## src/rtl/rtt_pkg.sv

```systemverilog
package rtt_pkg;

  localparam int unsigned Tags     = 16;
  localparam int unsigned WordBits = 64;
  localparam int unsigned TagIdxW  = (Tags > 1) ? $clog2(Tags) : 1;

  localparam int unsigned CmdW    = 3;
  localparam int unsigned TagW    = 8;
  localparam int unsigned FieldW  = 64;
  localparam int unsigned StatusW = 3;

  typedef enum logic [CmdW-1:0] {
    CMD_ALLOC    = 3'd0,
    CMD_FREE     = 3'd1,
    CMD_ISSUE    = 3'd2,
    CMD_COMPLETE = 3'd3,
    CMD_READ     = 3'd4
  } cmd_e;

  typedef enum logic [StatusW-1:0] {
    ST_OK        = 3'd0,
    ST_NONE_FREE = 3'd1,
    ST_RANGE     = 3'd2,
    ST_UNUSED    = 3'd3,
    ST_NOT_DONE  = 3'd4
  } status_e;

  typedef enum logic {
    ST_IDLE,
    ST_BUSY
  } state_e;

  typedef struct packed {
    logic [CmdW-1:0]   command;
    logic [TagW-1:0]   tag;
    logic [FieldW-1:0] payload;
  } req_t;

  typedef struct packed {
    logic [StatusW-1:0] status;
    logic [TagW-1:0]    granted_tag;
    logic [FieldW-1:0]  command_word;
    logic [FieldW-1:0]  completion_word;
    logic               notify;
  } rsp_t;

  typedef struct packed {
    status_e         status;
    logic [TagW-1:0] granted_tag;
    logic            cmd_we;
    logic            cpl_we;
    logic            rd_ok;
    logic            notify;
  } dec_t;

endpackage

```

## src/rtl/rtt_ram.sv

```systemverilog
module rtt_ram #(
  parameter int unsigned Width = 64,
  parameter int unsigned Depth = 16
) (
  input  logic                                        clk_i,
  input  logic                                        we_i,
  input  logic [((Depth > 1) ? $clog2(Depth) : 1)-1:0] waddr_i,
  input  logic [Width-1:0]                            wdata_i,
  input  logic [((Depth > 1) ? $clog2(Depth) : 1)-1:0] raddr_i,
  output logic [Width-1:0]                            rdata_o
);

  logic [Width-1:0] mem_q [Depth];

  always_ff @(posedge clk_i) begin
    if (we_i) begin
      mem_q[waddr_i] <= wdata_i;
    end
    rdata_o <= mem_q[raddr_i];
  end

endmodule

```

## src/rtl/rtt_tag_table.sv

```systemverilog
module rtt_tag_table import rtt_pkg::*; (
  input  logic clk_i,
  input  logic rst_ni,
  input  logic accept_i,
  input  req_t req_i,
  output dec_t dec_o
);

  logic [Tags-1:0]    in_use_q, in_use_d;
  logic [Tags-1:0]    done_q, done_d;
  logic               in_range;
  logic [TagIdxW-1:0] idx;
  logic [TagIdxW-1:0] free_idx;
  logic               free_found;

  assign in_range = {1'b0, req_i.tag} < (TagW + 1)'(Tags);
  assign idx      = req_i.tag[TagIdxW-1:0];

  always_comb begin
    free_idx   = '0;
    free_found = 1'b0;
    for (int i = Tags - 1; i >= 0; i--) begin
      if (!in_use_q[i]) begin
        free_idx   = TagIdxW'(i);
        free_found = 1'b1;
      end
    end
  end

  always_comb begin
    in_use_d          = in_use_q;
    done_d            = done_q;
    dec_o.status      = ST_OK;
    dec_o.granted_tag = req_i.tag;
    dec_o.cmd_we      = 1'b0;
    dec_o.cpl_we      = 1'b0;
    dec_o.rd_ok       = 1'b0;
    dec_o.notify      = 1'b0;
    case (req_i.command)
      CMD_ALLOC: begin
        if (free_found) begin
          dec_o.granted_tag  = TagW'(free_idx);
          in_use_d[free_idx] = 1'b1;
        end else begin
          dec_o.status      = ST_NONE_FREE;
          dec_o.granted_tag = '0;
        end
      end
      CMD_FREE: begin
        if (!in_range) begin
          dec_o.status = ST_RANGE;
        end else if (!in_use_q[idx]) begin
          dec_o.status = ST_UNUSED;
        end else begin
          in_use_d[idx] = 1'b0;
          done_d[idx]   = 1'b0;
        end
      end
      CMD_ISSUE: begin
        if (!in_range) begin
          dec_o.status = ST_RANGE;
        end else if (!in_use_q[idx]) begin
          dec_o.status = ST_UNUSED;
        end else begin
          dec_o.cmd_we = 1'b1;
        end
      end
      CMD_COMPLETE: begin
        if (!in_range) begin
          dec_o.status = ST_RANGE;
        end else begin
          dec_o.cpl_we = 1'b1;
          dec_o.notify = 1'b1;
          done_d[idx]  = 1'b1;
        end
      end
      CMD_READ: begin
        if (!in_range) begin
          dec_o.status = ST_RANGE;
        end else if (!done_q[idx]) begin
          dec_o.status = ST_NOT_DONE;
        end else begin
          dec_o.rd_ok = 1'b1;
        end
      end
      default: begin
        dec_o.status = ST_OK;
      end
    endcase
  end

  always_ff @(posedge clk_i or negedge rst_ni) begin
    if (!rst_ni) begin
      in_use_q <= '0;
      done_q   <= '0;
    end else if (accept_i) begin
      in_use_q <= in_use_d;
      done_q   <= done_d;
    end
  end

endmodule

```

## src/rtl/request_tag_tracker_unit.sv

```systemverilog
// Request tag tracker.
// Requests enter on req_i (command, tag, payload) and are taken at a rising
// edge where start is high and busy is low. Commands: allocate the lowest
// free tag, free a used tag, issue (store a command word), complete (store a
// completion word, mark done, raise notify) and read both words of a done tag.
// Every request gives exactly one result on result_o, shown for one cycle
// with valid_o high; the receiver cannot stall and must take it then.
// dec_q and the word memories' read data are registered at the accepting
// edge, result_o and valid_o from them as busy ends. busy, high in the cycle
// after accept, holds off new requests while the memories deliver data.
// Used and done marks live in flops and are decided in the accept cycle;
// the command and completion words live in two single-port-read RAMs that
// are written in the accept cycle, so a later read always sees them.
// Reset clears all marks, the state machine and valid_o; stored words are
// not cleared and are undefined until written.
module request_tag_tracker_unit import rtt_pkg::*; (
  input  logic clk_i,
  input  logic rst_ni,
  input  logic start,
  input  req_t req_i,
  output logic busy,
  output logic valid_o,
  output rsp_t result_o
);

  state_e              state_q, state_d;
  logic                accept;
  dec_t                dec;
  dec_t                dec_q;
  logic [WordBits-1:0] cmd_rdata, cpl_rdata;
  logic                valid_q;
  rsp_t                rsp_q;

  assign busy   = (state_q == ST_BUSY);
  assign accept = start && !busy;

  rtt_tag_table u_table (
    .clk_i    (clk_i),
    .rst_ni   (rst_ni),
    .accept_i (accept),
    .req_i    (req_i),
    .dec_o    (dec)
  );

  rtt_ram #(
    .Width (WordBits),
    .Depth (Tags)
  ) u_cmd_ram (
    .clk_i   (clk_i),
    .we_i    (accept && dec.cmd_we),
    .waddr_i (req_i.tag[TagIdxW-1:0]),
    .wdata_i (req_i.payload[WordBits-1:0]),
    .raddr_i (req_i.tag[TagIdxW-1:0]),
    .rdata_o (cmd_rdata)
  );

  rtt_ram #(
    .Width (WordBits),
    .Depth (Tags)
  ) u_cpl_ram (
    .clk_i   (clk_i),
    .we_i    (accept && dec.cpl_we),
    .waddr_i (req_i.tag[TagIdxW-1:0]),
    .wdata_i (req_i.payload[WordBits-1:0]),
    .raddr_i (req_i.tag[TagIdxW-1:0]),
    .rdata_o (cpl_rdata)
  );

  always_comb begin
    state_d = state_q;
    case (state_q)
      ST_IDLE: begin
        if (start) begin
          state_d = ST_BUSY;
        end
      end
      ST_BUSY: begin
        state_d = ST_IDLE;
      end
      default: begin
        state_d = ST_IDLE;
      end
    endcase
  end

  always_ff @(posedge clk_i or negedge rst_ni) begin
    if (!rst_ni) begin
      state_q <= ST_IDLE;
      valid_q <= 1'b0;
    end else begin
      state_q <= state_d;
      valid_q <= busy;
    end
  end

  always_ff @(posedge clk_i) begin
    if (accept) begin
      dec_q <= dec;
    end
    if (busy) begin
      rsp_q.status          <= dec_q.status;
      rsp_q.granted_tag     <= dec_q.granted_tag;
      rsp_q.command_word    <= dec_q.rd_ok ? FieldW'(cmd_rdata) : '0;
      rsp_q.completion_word <= dec_q.rd_ok ? FieldW'(cpl_rdata) : '0;
      rsp_q.notify          <= dec_q.notify;
    end
  end

  assign valid_o  = valid_q;
  assign result_o = rsp_q;

  a_accept_busy : assert property (@(posedge clk_i) disable iff (!rst_ni)
    accept |=> busy)
    else $error("busy not raised after accepted request");

  a_busy_result : assert property (@(posedge clk_i) disable iff (!rst_ni)
    busy |=> valid_o)
    else $error("no result after busy cycle");

  a_result_idle : assert property (@(posedge clk_i) disable iff (!rst_ni)
    valid_o |-> !busy)
    else $error("result shown while busy");

  a_notify_ok : assert property (@(posedge clk_i) disable iff (!rst_ni)
    (valid_o && result_o.notify) |-> (result_o.status == ST_OK))
    else $error("notify with error status");

endmodule
```

## config.mk

```make
export PLATFORM = sky130hd
export DESIGN_NAME = request_tag_tracker_unit
export DESIGN_NICKNAME = d
export VERILOG_FILES = /design/src/rtl/rtt_pkg.sv /design/src/rtl/rtt_ram.sv /design/src/rtl/rtt_tag_table.sv /design/src/rtl/request_tag_tracker_unit.sv
export SDC_FILE = /design/constraint.sdc
export NUM_CORES = 2
export LEC_CHECK = 0
export ABC_AREA = 0
export BUFFER_PORTS_ARGS = -buffer_cell sky130_fd_sc_hd__buf_2
export CAP_MARGIN = 20
export CORE_UTILIZATION = 35
export DETAILED_ROUTE_END_ITERATION = 12
export GPL_ROUTABILITY_DRIVEN = 0
export PLACE_DENSITY = 0.59
export SLEW_MARGIN = 20
export SYNTH_ARGS = -nofsm -noshare
export SYNTH_HDL_FRONTEND = slang
export SYNTH_HIERARCHICAL = 1
export SYNTH_SLANG_ARGS = --single-unit
export TNS_END_PERCENT = 100
```

## constraint.sdc

```tcl
create_clock -name clk_i -period 12.7 [get_ports clk_i]
set_clock_uncertainty 0.15 [all_clocks]
set_input_delay 0 -clock clk_i [delete_from_list [all_inputs] [get_ports clk_i]]
set_output_delay 0 -clock clk_i [all_outputs]
set_load 0.01 [all_outputs]
```

# Word-level counts from Yosys, hierarchy flattened
# Memories as Yosys holds them, arrays and structs flattened. A register that Yosys moved wholly into a read port is not among the register bits.
# Cells that the tools add are included.
[word_totals]
ff_bits = 187
ramBits = 2048
in_bits = 78
mem_count = 2
[op_classes]
magnitude_cmp = 5
n_eq_ne = 8
mux = 69
bitwise = 6
n_reduce_logical = 13
[mem_list]
columns = ["name", "depth", "word_bits", "read_ports", "rd_clocked_by_memory_dff", "wr", "line_no", "source"]
rows = [
  ["u_cmd_ram.mem_q", 16, 64, 1, 1, 1, "rtt_ram.sv:13", "logic [Width-1:0] mem_q [Depth];"],
  ["u_cpl_ram.mem_q", 16, 64, 1, 1, 1, "rtt_ram.sv:13", ""],
]
[op_table]
columns = ["op", "n"]
rows = [
  ["$mux W16", 6],
  ["$mux W4", 17],
  ["$pmux W16 S2", 2],
  ["$and A16 B16 Y16", 2],
  ["$mux W1", 32],
  ["$or A16 B16 Y16", 2],
  ["$not A16 Y16", 1],
  ["$pmux W3 S4", 1],
  ["$lt A4 B5 Y1 const B", 2],
  ["$reduce_and A5 Y1", 2],
  ["$bmux W1 S4", 2],
  ["$demux W1 S4", 2],
  ["$ge A4 B1 Y1 const B", 2],
  ["$lt A8 B5 Y1 const B", 1],
  ["$mux W8", 1],
  ["$ne A2 B1 Y1 const B", 4],
  ["$eq A3 B2 Y1 const B", 2],
  ["$mux W2", 3],
  ["$mux W3", 2],
  ["$logic_and A1 B1 Y1", 5],
  ["$reduce_bool A2 Y1", 2],
  ["$eq A3 B1 Y1 const B", 1],
  ["$eq A3 B3 Y1 const B", 1],
  ["$logic_not A3 Y1", 1],
  ["other kinds (5)", 5],
]

# Depth between registers and ports, before layout
[logic_depth]
ltp_word = 23
ltp_mapped = 8

# Cells and area by module
# The synthesis kept the hierarchy.
[by_module_without_submodules]
columns = ["mod", "instances", "cells_per_inst", "area_per_inst_um2", "seq_area_each_um2"]
rows = [
  ["rtt_ram", 2, 1647, 39581.7, 32030.7],
  ["request_tag_tracker_unit", 1, 300, 5656.7, 4644.5],
  ["rtt_tag_table", 1, 235, 2168.3, 800.8],
]

# Worst setup path after synthesis
# OpenSTA, ideal clock, no wires.
[synth_timing]
path_kind = "flip-flop to flip-flop"
start = "register state_q (netlist: busy)"
end = "memory u_cmd_ram.mem_q[0][0], enable pin"
setup_ns = 0.565
t_arrival_ns = 7.475
required_ns = 11.985
setup_slack_ns = 4.509
path_stages_with_launch = 4
period_less_slack_ns = 8.191
path_cell_list = "dfrtp_1 > and3b_1 > or3b_2 > nor3_1"
[synth_between]
elab_chain_len = 5
[synth_lines]
columns = ["element", "line_no", "source"]
rows = [
  ["start, declared", "request_tag_tracker_unit.sv:26", "state_e state_q, state_d;"],
  ["start signal, assigned", "request_tag_tracker_unit.sv:91", "state_q <= state_d;"],
  ["$logic_not A1 Y1", "request_tag_tracker_unit.sv:35", "assign accept = start && !busy;"],
  ["$logic_and A1 B1 Y1", "request_tag_tracker_unit.sv:35", ""],
  ["$logic_and A1 B1 Y1", "request_tag_tracker_unit.sv:50", ".we_i (accept && dec.cmd_we),"],
  ["$mux W1", "rtt_ram.sv:16", "if (we_i) begin"],
  ["$mux W1 (implied by the code)", "rtt_ram.sv:17", "mem_q[waddr_i] <= wdata_i;"],
  ["end, declared", "rtt_ram.sv:13", ""],
]
# Every way passes these cells.

==> metrics.md <==
| Metric | Value |
|---|---|
| First-pass detailed-route iteration total | 5 |
| Maximum vdd drop | 0.135 mV |
| Power per cell area | 161 nW/um^2 |
| Final cycle utilization of the critical path | 39.0% |
| Power, Total | 16.3 mW |
| Largest family of logic cells by synthesized area | multiplexers |
| RSZ-0062 raised after global routing | no |
| Count leader, synth | edfxtp_1 |
| CP Capture Point | u_cmd_ram/mem_q[1][47]$_DFFE_PP_ |
| Post-route ant nets | 0 |
| Syn Std Cell Area | 87000 um^2 |
| Initial antenna violation count | 16 |
| Top cell type's share of synthesized area | 76.0% |
| DRT iter0 DRCs | 4019 |
| H-tree depth | 4 |
| Max-slew violations | 0 |
| Sw frac | 21.1% |
| Share of layout cells above drive strength 1 | 28.4% |
| Drc violations | 0 |
| Async SR Flop Fraction | 1.44% |
| Row count | 182 |
| Synth top area cells | edfxtp_1 (76%), mux4_2 (13%), dfxtp_1 (2.9%) |
| Count of unique library cells instantiated by Yosys | 60 |
| Via count | 40.5k |
| Die ar. | 251000 um^2 |
| Fmax | 0.202 GHz |
| Sequential share of power | 53.2% |
| Top FF cell, synth | edfxtp_1 |
| Combinational share of power | 4.4% |
| Buf+Inv Stages, Crit Path | 5 |
| Skew-Pair Late Insertion Delay | 0.87 ns |
| CTS Hold Bufs | 103 |
| Die width | 501 um |
| Synth Area per Inst | 22.7 um^2 |
| Least-Margin Pin Slew | 1.16 ns |
| Lkg Pwr | 32.2 nW |
| Yosys reg bits | 2363 |
| FF-to-FF setup slack | 8.48 ns |
| Maximum number of pins on one net before global-route repair | 126 |
| P_sw | 3.44 mW |
| CP max stage delay | 0.79 ns |
| Top cells by count, synth | edfxtp_1 (2201), mux4_2 (518), a22oi_1 (256) |
| Root Buffer | clkbuf_16 |
| Cts repair resizes | 0 |
| RR Startpoint | u_table/in_use_q[2]$_DFFE_PN0P_ |
| Max Fanout on Critical Path | 81 |
| Post-synth EDFFs | 2201 |
| Share of power burned in the clock network | 42.5% |
| Final setup fails | 0 |
| Setup total negative slack | 0 ns |
| Worst EP required | 13.03 ns |
| Area grow syn2layout | 15.9% |
| Worst hold path class | input port to register |
| Mapped Nets | 3907 |
| Core area | 246000 um^2 |
| Pint | 12.8 mW |
| Sequential share of the synthesized area | 79.9% |
| XOR/XNOR Fraction of Synth Area | 0.0101% |
| Vias per Instance | 5.19 |
| Vias in the first global route | 42.0k |
| First-pass GRT wire length | 305000 um |
| Crit end category | register |
| Gate Count Post-Synth | 3829 |
| GR Util All Layers | 16.9% |
| Final hold viol count | 0 |
| Synth Area in Simple Gates | 2.47% |
| PortBufs | 219 |
| TritonCTS Sinks | 2363 |
| Slew HR | 23.0% |
| GRT overflow | 0 |
| CP arrival | 5.28 ns |
| Total wire length | 212000 um |
| # Max-Cap Violations | 0 |
| Crit-path cells | dlygate4sd3_1 -> buf_8 -> buf_4 -> mux2_2 -> mux4_2 -> mux2i_1 -> nor3_1 -> and3b_1 -> or3b_2 -> nor2_4 -> buf_4 -> buf_4 |
| CTS buffer count | 230 |
| Drt wl/cell | 27.1 um |
| Crit-path slowest cell | buf_4 |
| Crit path top cell by count | buf_4 |
| Critical Path Start | req_i[65] |
| # Post-CTS Setup Buffers | 0 |
| WS Path Type | input port to register |
| Compound-Gate Fraction of Synth Area | 2.72% |
| DP Wirelength | 113000 um |
| Reg2reg end | u_cmd_ram/mem_q[1][47]$_DFFE_PP_ |
| Clock slew at reported path FFs | 0.06 ns |
| Worst setup SP type | input port |
| Clk buf depth | 3 |
| Synth Warn # | 6 |
| FF-to-FF path depth | 9 |
| Final #Nets | 4355 |
| Io pins | 220 |
| Fin crit period | 4.95 ns |
| Area leader, netlist | edfxtp_1 |
| Synth Area in Adders | 0% |
| CTS tree | yes |
| Delay-heaviest family, CP | buffers and inverters |
| Initial Utilization | 35.3% |
| WP depth | 12 |
| Die Y | 501 um |
| Mux cell area share after synthesis | 13.6% |
| Outcome | completed |
placed cells by master (no fill, tap or decap), types with 9 or more instances in the layout:
cell type and n:
o21ai_0 36, clkbuf_1 51, buf_4 88, clkbuf_8 24, a22oi_1 256, bufinv_16 23, nand2b_1 11, clkbuf_16 231
dfrtp_1 33, nor2_4 26, o21ai_1 18, edfxtp_1 2201, clkinv_1 37, mux4_2 518, clkinv_2 43, and2_2 28
dfxtp_1 128, nand2_1 151, buf_2 217, and2_1 108, dlygate4sd3_1 102, nand3_1 9
layer usage:
layer | vias to the layer above | track usage, % | wire length (um)
met5 | - | 0 | 57
met4 | 8 | 4.41 | 4700
met3 | 288 | 3.42 | 14500
met2 | 1330 | 26.8 | 101000
met1 | 21900 | 23.6 | 92000
li1 | 17000 | - | -
kinds of logic after synthesis:
group                     count (synthesis)
AOI/OAI and AO/OA                       332
xor gates and xnor gates                  1
buffers and inverters                   198
DFF                                    2363
muxes                                   529
and+or+nand+nor                         406
stage by stage:
stage                     cells  hold slack (ns)  worst slack [ns]  utilization [%]  cell area (um^2)
after floorplan            3829           -0.446              4.51                -             87000
after global placement     7254         -0.00780              7.37             37.4             92100
after detailed placement   7254         -0.00236              7.37             37.4             92100
after CTS                  7796          0.00580              7.74             40.9            101000
after global routing       7796           0.0715              7.49             40.9            101000
final                      7804           0.0780              7.75             40.9            101000
power by group through the flow:
stage               sequential (mW)  clock [mW]  combinational (mW)
floorplan                      8.80           0               0.373
global placement               8.81           0               0.688
detailed placement             8.81           0               0.696
CTS                            8.65        7.06               0.728
global route                   8.65        7.35               0.771
finish                         8.64        6.90               0.711
final cells by class:
class                      count  area [um^2]
antenna                        8         20.0
clock buffer                 306         6300
clock inverter               133         1410
fill                       21600       146000
inverter                       2         7.51
multi-input combinational   1268        16600
sequential                  2363        69500
tap                         3312         4140
timing repair buffer         412         2860
state kept, by name, summed over array words and instances, names as in the netlist, named ones only:
name	count
u_cmd_ram/mem_q	1024
u_cpl_ram/mem_q	1024
result_o	140
u_cmd_ram/rdata_o	64
u_cpl_ram/rdata_o	64
u_table/in_use_q	16
dec_q	13
busy	1
valid_o	1
how the worst min path moves through the flow:
| stage | start | to | slack [ns] | cells past startpoint |
|---|---|---|---|---|
| final | req_i[33] | u_cmd_ram/mem_q[11][33]$_DFFE_PP_ | 0.08 | 2 |
| after global routing | req_i[28] | u_cpl_ram/mem_q[2][28]$_DFFE_PP_ | 0.07 | 2 |
| after CTS | req_i[28] | u_cpl_ram/mem_q[4][28]$_DFFE_PP_ | 0.006 | 2 |
| after detailed placement | rst_ni | valid_o$_DFF_PN0_ | -0.002 | 1 |
| after global placement | rst_ni | valid_o$_DFF_PN0_ | -0.008 | 1 |
| after floorplan | rst_ni | busy$_DFF_PN0_ | -0.45 | 0 |
No activity file was read; power rests on OpenSTA's default activity.
